<file path="src/rtl/prvm_pkg.sv">
package prvm_pkg;

  localparam int TRIG_STEPS = 512;
  localparam int ROT_W      = $clog2(TRIG_STEPS);
  localparam int COORD_W    = 16;
  localparam int ANGLE_W    = 10;
  localparam int OP_W       = 2;
  localparam int CFG_IDX_W  = 3;
  localparam int CFG_DATA_W = 16;
  localparam int QUO_W      = 17;

  // opcodes
  localparam logic [OP_W-1:0] OP_MAP    = 2'd0;
  localparam logic [OP_W-1:0] OP_UNMAP  = 2'd1;
  localparam logic [OP_W-1:0] OP_ROTATE = 2'd2;

  // register indexes
  localparam logic [CFG_IDX_W-1:0] REG_MAP_ROTATION = 3'd0;
  localparam logic [CFG_IDX_W-1:0] REG_REGION_LEFT  = 3'd1;
  localparam logic [CFG_IDX_W-1:0] REG_REGION_TOP   = 3'd2;
  localparam logic [CFG_IDX_W-1:0] REG_REGION_WIDTH = 3'd3;
  localparam logic [CFG_IDX_W-1:0] REG_REGION_HEIGHT = 3'd4;

  // Q15 quarter-wave sine, 129 points
  localparam logic [15:0] QSIN [0:128] = '{
    16'd0, 16'd402, 16'd804, 16'd1206, 16'd1607, 16'd2009, 16'd2410, 16'd2811,
    16'd3211, 16'd3611, 16'd4011, 16'd4409, 16'd4807, 16'd5205, 16'd5601, 16'd5997,
    16'd6392, 16'd6786, 16'd7179, 16'd7571, 16'd7961, 16'd8351, 16'd8739, 16'd9126,
    16'd9511, 16'd9895, 16'd10278, 16'd10659, 16'd11038, 16'd11416, 16'd11792,
    16'd12166, 16'd12539, 16'd12909, 16'd13278, 16'd13645, 16'd14009, 16'd14372,
    16'd14732, 16'd15090, 16'd15446, 16'd15799, 16'd16150, 16'd16499, 16'd16845,
    16'd17189, 16'd17530, 16'd17868, 16'd18204, 16'd18537, 16'd18867, 16'd19194,
    16'd19519, 16'd19840, 16'd20159, 16'd20474, 16'd20787, 16'd21096, 16'd21402,
    16'd21705, 16'd22004, 16'd22301, 16'd22594, 16'd22883, 16'd23169, 16'd23452,
    16'd23731, 16'd24006, 16'd24278, 16'd24546, 16'd24811, 16'd25072, 16'd25329,
    16'd25582, 16'd25831, 16'd26077, 16'd26318, 16'd26556, 16'd26789, 16'd27019,
    16'd27244, 16'd27466, 16'd27683, 16'd27896, 16'd28105, 16'd28309, 16'd28510,
    16'd28706, 16'd28897, 16'd29085, 16'd29268, 16'd29446, 16'd29621, 16'd29790,
    16'd29955, 16'd30116, 16'd30272, 16'd30424, 16'd30571, 16'd30713, 16'd30851,
    16'd30984, 16'd31113, 16'd31236, 16'd31356, 16'd31470, 16'd31580, 16'd31684,
    16'd31785, 16'd31880, 16'd31970, 16'd32056, 16'd32137, 16'd32213, 16'd32284,
    16'd32350, 16'd32412, 16'd32468, 16'd32520, 16'd32567, 16'd32609, 16'd32646,
    16'd32678, 16'd32705, 16'd32727, 16'd32744, 16'd32757, 16'd32764, 16'd32767
  };

  // item fields carried alongside the divider
  typedef struct packed {
    logic [OP_W-1:0]           op;
    logic signed [COORD_W-1:0] x;
    logic signed [COORD_W-1:0] y;
    logic [ROT_W-1:0]          rot;
  } prvm_side_t;

  // one divider lane: sign, too-large flag, partial remainder, divisor, quotient
  typedef struct packed {
    logic             neg;
    logic             big;
    logic [31:0]      rem;
    logic [15:0]      dvs;
    logic [QUO_W-1:0] quo;
  } prvm_lane_t;

endpackage

</file>
<file path="src/rtl/prvm_udiv.sv">
// Pipelined signed-by-unsigned divider, two lanes, one quotient bit per stage after stage 0.
// Stage 0 takes magnitudes and flags quotients of 2^17 or more.
module prvm_udiv (
  input  logic                    clk,
  input  logic                    rst_n,
  input  logic                    en,
  input  logic                    in_vld,
  input  logic signed [33:0]      num_x,
  input  logic signed [33:0]      num_y,
  input  logic [15:0]             dvs_x,
  input  logic [15:0]             dvs_y,
  input  prvm_pkg::prvm_side_t    side_in,
  output logic                    out_vld,
  output prvm_pkg::prvm_lane_t    lane_x,
  output prvm_pkg::prvm_lane_t    lane_y,
  output prvm_pkg::prvm_side_t    side_out
);

  localparam int Steps = prvm_pkg::QUO_W;

  logic                 vld_r  [0:Steps];
  prvm_pkg::prvm_lane_t lx_r   [0:Steps];
  prvm_pkg::prvm_lane_t ly_r   [0:Steps];
  prvm_pkg::prvm_side_t side_r [0:Steps];

  function automatic prvm_pkg::prvm_lane_t lane_init(logic signed [33:0] n, logic [15:0] d);
    prvm_pkg::prvm_lane_t l;
    logic [33:0]          m;
    m     = n[33] ? 34'(-n) : n;
    l.neg = n[33];
    l.dvs = d;
    l.rem = m[31:0];
    l.big = (m[32:0] >= {d, 17'b0});
    l.quo = '0;
    return l;
  endfunction

  // restoring step: try divisor shifted to bit sh
  function automatic prvm_pkg::prvm_lane_t lane_step(prvm_pkg::prvm_lane_t l, int unsigned sh);
    prvm_pkg::prvm_lane_t o;
    logic [32:0]          dsh;
    logic [32:0]          r;
    o   = l;
    dsh = {17'b0, l.dvs} << sh;
    r   = {1'b0, l.rem};
    if (r >= dsh) begin
      o.rem = 32'(r - dsh);
      o.quo = l.quo | (17'd1 << sh);
    end
    return o;
  endfunction

  // entry stage
  always_ff @(posedge clk) begin
    if (!rst_n) begin
      vld_r[0] <= 1'b0;
    end else if (en) begin
      vld_r[0] <= in_vld;
    end
  end

  always_ff @(posedge clk) begin
    if (en) begin
      lx_r[0]   <= lane_init(num_x, dvs_x);
      ly_r[0]   <= lane_init(num_y, dvs_y);
      side_r[0] <= side_in;
    end
  end

  // one quotient bit per stage, MSB first
  for (genvar k = 1; k <= Steps; k++) begin : g_stage
    always_ff @(posedge clk) begin
      if (!rst_n) begin
        vld_r[k] <= 1'b0;
      end else if (en) begin
        vld_r[k] <= vld_r[k-1];
      end
    end

    always_ff @(posedge clk) begin
      if (en) begin
        lx_r[k]   <= lane_step(lx_r[k-1], Steps - k);
        ly_r[k]   <= lane_step(ly_r[k-1], Steps - k);
        side_r[k] <= side_r[k-1];
      end
    end
  end

  assign out_vld  = vld_r[Steps];
  assign lane_x   = lx_r[Steps];
  assign lane_y   = ly_r[Steps];
  assign side_out = side_r[Steps];

endmodule

</file>
<file path="config.mk">
export PLATFORM = sky130hd
export DESIGN_NAME = prvm_udiv
export DESIGN_NICKNAME = d
export VERILOG_FILES = /design/src/rtl/prvm_pkg.sv /design/src/rtl/prvm_udiv.sv
export SDC_FILE = /design/constraint.sdc
export NUM_CORES = 2
export LEC_CHECK = 0
export ABC_AREA = 1
export BUFFER_PORTS_ARGS = -buffer_cell sky130_fd_sc_hd__buf_2
export CORE_UTILIZATION = 50
export DETAILED_ROUTE_END_ITERATION = 10
export PLACE_DENSITY = 0.66
export SYNTH_ARGS = -nofsm -noshare
export SYNTH_HDL_FRONTEND = slang
export SYNTH_SLANG_ARGS = --single-unit
</file>
<file path="constraint.sdc">
create_clock -name clk -period 6.3 [get_ports clk]
set_input_delay 0.63 -clock clk [delete_from_list [all_inputs] [get_ports clk]]
set_output_delay 0.63 -clock clk [all_outputs]
set_load 0.05 [all_outputs]
</file>
**Word level (Yosys, flattened, before mapping)**

Memories as Yosys holds them, arrays and structs flattened.
Index checks and enable logic that the tools add are counted.

- Muxes and demuxes: 161
- $add $sub $neg: 36
- Eq/ne operators: 0
- Bitwise logic cells: 18
- Magnitude comparators: 36
- Multiply operators: 0
- Div/mod/pow operators: 0
- Reduce and logical (&&, ||, !) cells: 0
- Shifts and indexed selects: 0

Operators with widths:

| cell | number |
|---|---|
| 32-bit 2-to-1 mux | 68 |
| 17-bit 2-to-1 mux | 36 |
| 33-bit greater-or-equal comparator | 2 |
| 33-bit 2-to-1 mux | 2 |
| 33-bit negator | 2 |
| 32-bit by 16-bit greater-or-equal comparator with 1-bit output | 2 |
| 32-bit by 17-bit greater-or-equal comparator with 1-bit output | 2 |
| 32-bit by 18-bit greater-or-equal comparator with 1-bit output | 2 |
| 32-bit by 19-bit greater-or-equal comparator with 1-bit output | 2 |
| 32-bit by 20-bit greater-or-equal comparator with 1-bit output | 2 |
| 32-bit by 21-bit greater-or-equal comparator with 1-bit output | 2 |
| 32-bit by 22-bit greater-or-equal comparator with 1-bit output | 2 |
| 32-bit by 23-bit greater-or-equal comparator with 1-bit output | 2 |
| 32-bit by 24-bit greater-or-equal comparator with 1-bit output | 2 |
| 32-bit by 25-bit greater-or-equal comparator with 1-bit output | 2 |
| 32-bit by 26-bit greater-or-equal comparator with 1-bit output | 2 |
| 32-bit by 27-bit greater-or-equal comparator with 1-bit output | 2 |
| 32-bit by 28-bit greater-or-equal comparator with 1-bit output | 2 |
| 32-bit by 29-bit greater-or-equal comparator with 1-bit output | 2 |
| 32-bit by 30-bit greater-or-equal comparator with 1-bit output | 2 |
| 32-bit by 31-bit greater-or-equal comparator with 1-bit output | 2 |
| 32-bit greater-or-equal comparator | 2 |
| 32-bit by 16-bit subtractor with 32-bit output | 2 |
| 32-bit by 17-bit subtractor with 32-bit output | 2 |
| 32 further kinds | 103 |

- Memory bits (read-only): 0
- Logic and storage cells: 255
- Flip-flop bits (word level): 0
- Latch bits: 0
- Memories kept: 4
- RAM bits: 3,204

Memory list:

| memory | depth | width | read ports | clocked after memory_dff | wr ports | line | source |
|---|---|---|---|---|---|---|---|
| lx_r | 18 | 67 | 18 | 0 | 18 | prvm_udiv.sv:22 | `prvm_pkg::prvm_lane_t lx_r [0:Steps];` |
| ly_r | 18 | 67 | 18 | 0 | 18 | prvm_udiv.sv:23 | `prvm_pkg::prvm_lane_t ly_r [0:Steps];` |
| side_r | 18 | 43 | 18 | 0 | 18 | prvm_udiv.sv:24 | `prvm_pkg::prvm_side_t side_r [0:Steps];` |
| vld_r | 18 | 1 | 18 | 0 | 18 | prvm_udiv.sv:21 | `logic vld_r [0:Steps];` |

**Longest topological paths before layout**

- Depth in word-level cells: 4
- Mapped depth: 24

**Worst setup path before layout**

Ideal clock, no wire load.

- Kind: input to register
- Start point: in num_y[0]
- End point: mem ly_r[0][65] (netlist name), data pin
- Required time: 6.170 ns
- Arrival: 2.768 ns
- Path buffers: 0
- Library setup time: 0.130 ns
- Slack: 3.402 ns
- Stages on the path: 20
- Path through: inv_1 ha_1 nand3_1 nor2_2 nand3_1 nor2_1 nand2_1 o21ai_0 xor2_1 ha_1 nand3_1 nor2_1 nand3_1 nor2_1 nand2_1 nor2_1 nand2_1 nor2_1 nand3_1 nand2_1

RTL lines:

| element | line | source |
|---|---|---|
| start, declared | prvm_udiv.sv:9 | `input logic signed [33:0] num_y,` |
| end, declared | prvm_udiv.sv:23 |  |

==> flow_summary.json <==
{
  "run_status": "finished, final reports clean",
  "placement.io_buffers": 324,
  "vias_per_cell": 5.18,
  "critical_path_peak_fanout": 5,
  "final_max_slew_viol_count": 0,
  "crit_path_frequent_cell": "nand2_1",
  "worstPathArrival_ns": 4.03,
  "yosys.cell_types.count": 63,
  "layout_cell_share_with_drive_strength_beyond_1_pct": 7.60,
  "die_area_um2": 286000,
  "dpl.cell_count": 17678,
  "async_reset_ff_share_pct": 0,
  "postCtsSetupBuffers": 0,
  "clock_latency_on_the_worst_skew_pair_ns": 0.93,
  "hold_viol": 0,
  "fmaxAchievable_ghz": 0.306,
  "final_period_utilization_pct": 51.9,
  "final_common_cell": "nand2_1",
  "ioPinCount": 325,
  "worst_pin_slew_ns": 1.00,
  "syn-instance-count": 13672,
  "power-per-cell-area_nw_per_um2": 416,
  "grt_pass1_vias": 94346,
  "fp-row-count": 195,
  "vias": 94809,
  "synth.net_count": 14431,
  "skew_ns": 0.0533,
  "finish.instance_area_um2": 159000,
  "synth.yosys.seq_area_share_pct": 61.3,
  "drv_cap": 0,
  "period_needed_ns": 3.27,
  "cpMaxStageDelayCell": "dlygate4sd3_1",
  "syn-cell-area_um2": 142000,
  "rsz0062_at_grt": "no",
  "yosys_register_bits": 2898,
  "syn_avg_cell_area_um2": 10.4,
  "critPathLaunchType": "input port",
  "cts-buffers-inserted": 310,
  "fin_hold_ws_ns": 0.0865,
  "synth.largest_area_cell": "edfxtp_1",
  "tritoncts": "done",
  "detailed_place_hpwl_um": 257000,
  "synthTopCellsByArea": "edfxtp_1 (61%), nand2_1 (9.1%), ha_1 (5.1%)",
  "initial_utilization_pct": 50.3,
  "irDropWorstVdd_uv": 251,
  "clock_sink_count": 2898,
  "cts-root-to-sink-buffers": 4,
  "max_stage_delay_on_crit_path_ns": 0.53,
  "grt.overflow.total": 0,
  "area_share_of_the_largest_cell_type_after_synthesis_pct": 61.3,
  "cts.reportedPaths.clkPinSlew_ns": 0.06,
  "crit_chain": "dlygate4sd3_1, buf_2, inv_1, ha_1, nand2_1, nor2_1, nand3_1, inv_1, a31oi_1, o21bai_1, nand2_1, ha_1, nand2_1, inv_1, nand2_1, nor2_1, nand2_1, nor2_1, nand3_1, nor2_1, nand3_1, nor2_1, nand2_1, nand2_1",
  "grtUsageTotal_pct": 22.9,
  "drc_viols": 0,
  "layout_common_cells": "nand2_1 (3446), edfxtp_1 (2897), inv_1 (1717)",
  "drt.antenna.violating_nets": 0,
  "timing.slew.headroom_pct": 33.4,
  "synthFlopType": "edfxtp_1",
  "areaGrowthSynthToFinish_pct": 11.8,
  "detailed_place.area_um2": 148000,
  "layout.filler_cells": 24545,
  "setup_viol": 0,
  "final_cells": 18309,
  "gpl.final_weighted_congestion": 0.973,
  "postRouteWirelength_um": 332000,
  "post_cts_resize_count": 0,
  "grt_first_pass_wirelength_um": 514000,
  "end_kind": "flop",
  "setup.worst_path.class": "input port to flop",
  "finalSetupTns_ns": 0,
  "slack_of_the_critical_path_ns": 3.03,
  "synth_enable_flop_cells": 2897,
  "cp_data_required_time_ns": 7.06,
  "htreeDepth": 5,
  "drt_pre_antenna_iters": 5,
  "pin_count_of_the_biggest_net_entering_global_routing": 165,
  "die_width_um": 535,
  "hold_class": "input port to flop",
  "static-leakage-power_nw": 64.4,
  "placeableCoreArea_um2": 282000,
  "nets": 15086,
  "worst_slack_after_detailed_placement_ns": 2.64,
  "root_buffer": "clkbuf_16",
  "die_height_um": 535,
  "initial_antenna_violation_count": 3,
  "drt-wirelength-per-cell_um": 18.1,
  "number_of_synthesis_warnings": 0,
  "drt_iter0_markers": 5976
}
-- critical path, delay by kind of cell --
family / cells / cell delay, ns
AOI/OAI and AO/OA: 2 / 0.32
and+or+nand+nor: 15 / 1.59
buffers and inverters: 5 / 0.95
adders and majority gates: 2 / 0.54
-- cell usage after synthesis (14+ instances only) --
master,instances
inv_1,1717
buf_4,35
o21a_1,33
nand3_1,626
xor2_1,251
nand2_1,3446
xnor2_1,224
a21o_1,48
nor3_1,198
nand3b_1,125
a21boi_0,33
o21ai_2,65
and2_1,14
buf_6,38
fa_1,34
o21ai_1,97
or2_2,67
inv_2,25
nor4_1,49
o21ai_0,540
nor2_1,1286
nand4_1,206
o21bai_1,72
nand3_2,19
buf_2,40
nor2_2,22
a21oi_1,686
a21oi_2,56
edfxtp_1,2897
nand2_2,15
a31oi_1,23
ha_1,578
-- what timing repair did --
item,4_1_cts,5_1_grt
endpoints found under the setup margin,0,0
hold buffers,80,0
endpoints found under the hold margin,80,0
-- power by group --
part / internal (W) / switching (W)
Combinational: 0.00713 / 0.0139
Clock: 0.0102 / 0.00752
Sequential: 0.0253 / 0.00201
-- sequential cells by signal (all words and copies together), names as in the netlist --
register	flops
lx_r	1053
vld_r	18
side_r	774
ly_r	1053
-- final cells by class --
type	instances	area (um2)	area share (%)
diodes	3	7.51	0.00473
clock buffers	384	8080	5.09
clock inverters	164	1830	1.15
inverters	1747	6570	4.14
multi-input cells	8903	47500	29.9
flip-flops and latches	2898	87000	54.8
well taps	3743	4680	2.95
repair buffers	467	3150	1.98
-- routing by layer --
metal / GRT usage, % / part of all wire (%) / vias to the layer above
met5: 0 / 0.0039 / -
li1: - / - / 47954
met3: 2.72 / 3.6 / 705
met2: 42.6 / 52 / 1939
met4: 9.41 / 4.3 / 2
met1: 26.6 / 40 / 44209
-- metrics by stage --
step / power (W) / utilization [%]
2_1_floorplan: 0.0419 / -
3_3_place_gp: 0.0485 / 52.5
3_5_place_dp: 0.0486 / 52.5
4_1_cts: 0.0665 / 56.2
5_1_grt: 0.0701 / 56.3
6_report: 0.0661 / 56.3
-- cell families after synthesis --
group                    count (synthesis)  synth area share (%)
buffers and inverters                 1871                  5.29
flip-flops                            2898                  61.3
AND/OR/NAND/NOR                       6125                  18.2
XOR/XNOR                               475                  2.93
AO/OA/AOI/OAI                         1691                  6.72
adder cells (fa/ha/maj)                612                  5.57
-- final timing paths --
path         slack, ns                  start  cells past startpoint                     to
max               3.03               num_x[0]                     24  lx_r[0][65]$_DFFE_PP_
min               0.09               num_x[6]                      3  lx_r[0][39]$_DFFE_PP_
max reg2reg       3.04  ly_r[8][41]$_DFFE_PP_                     15  ly_r[9][56]$_DFFE_PP_
min reg2reg       0.39  ly_r[5][12]$_DFFE_PP_                      0  ly_r[6][12]$_DFFE_PP_
No activity file was read; power rests on OpenSTA's default activity.
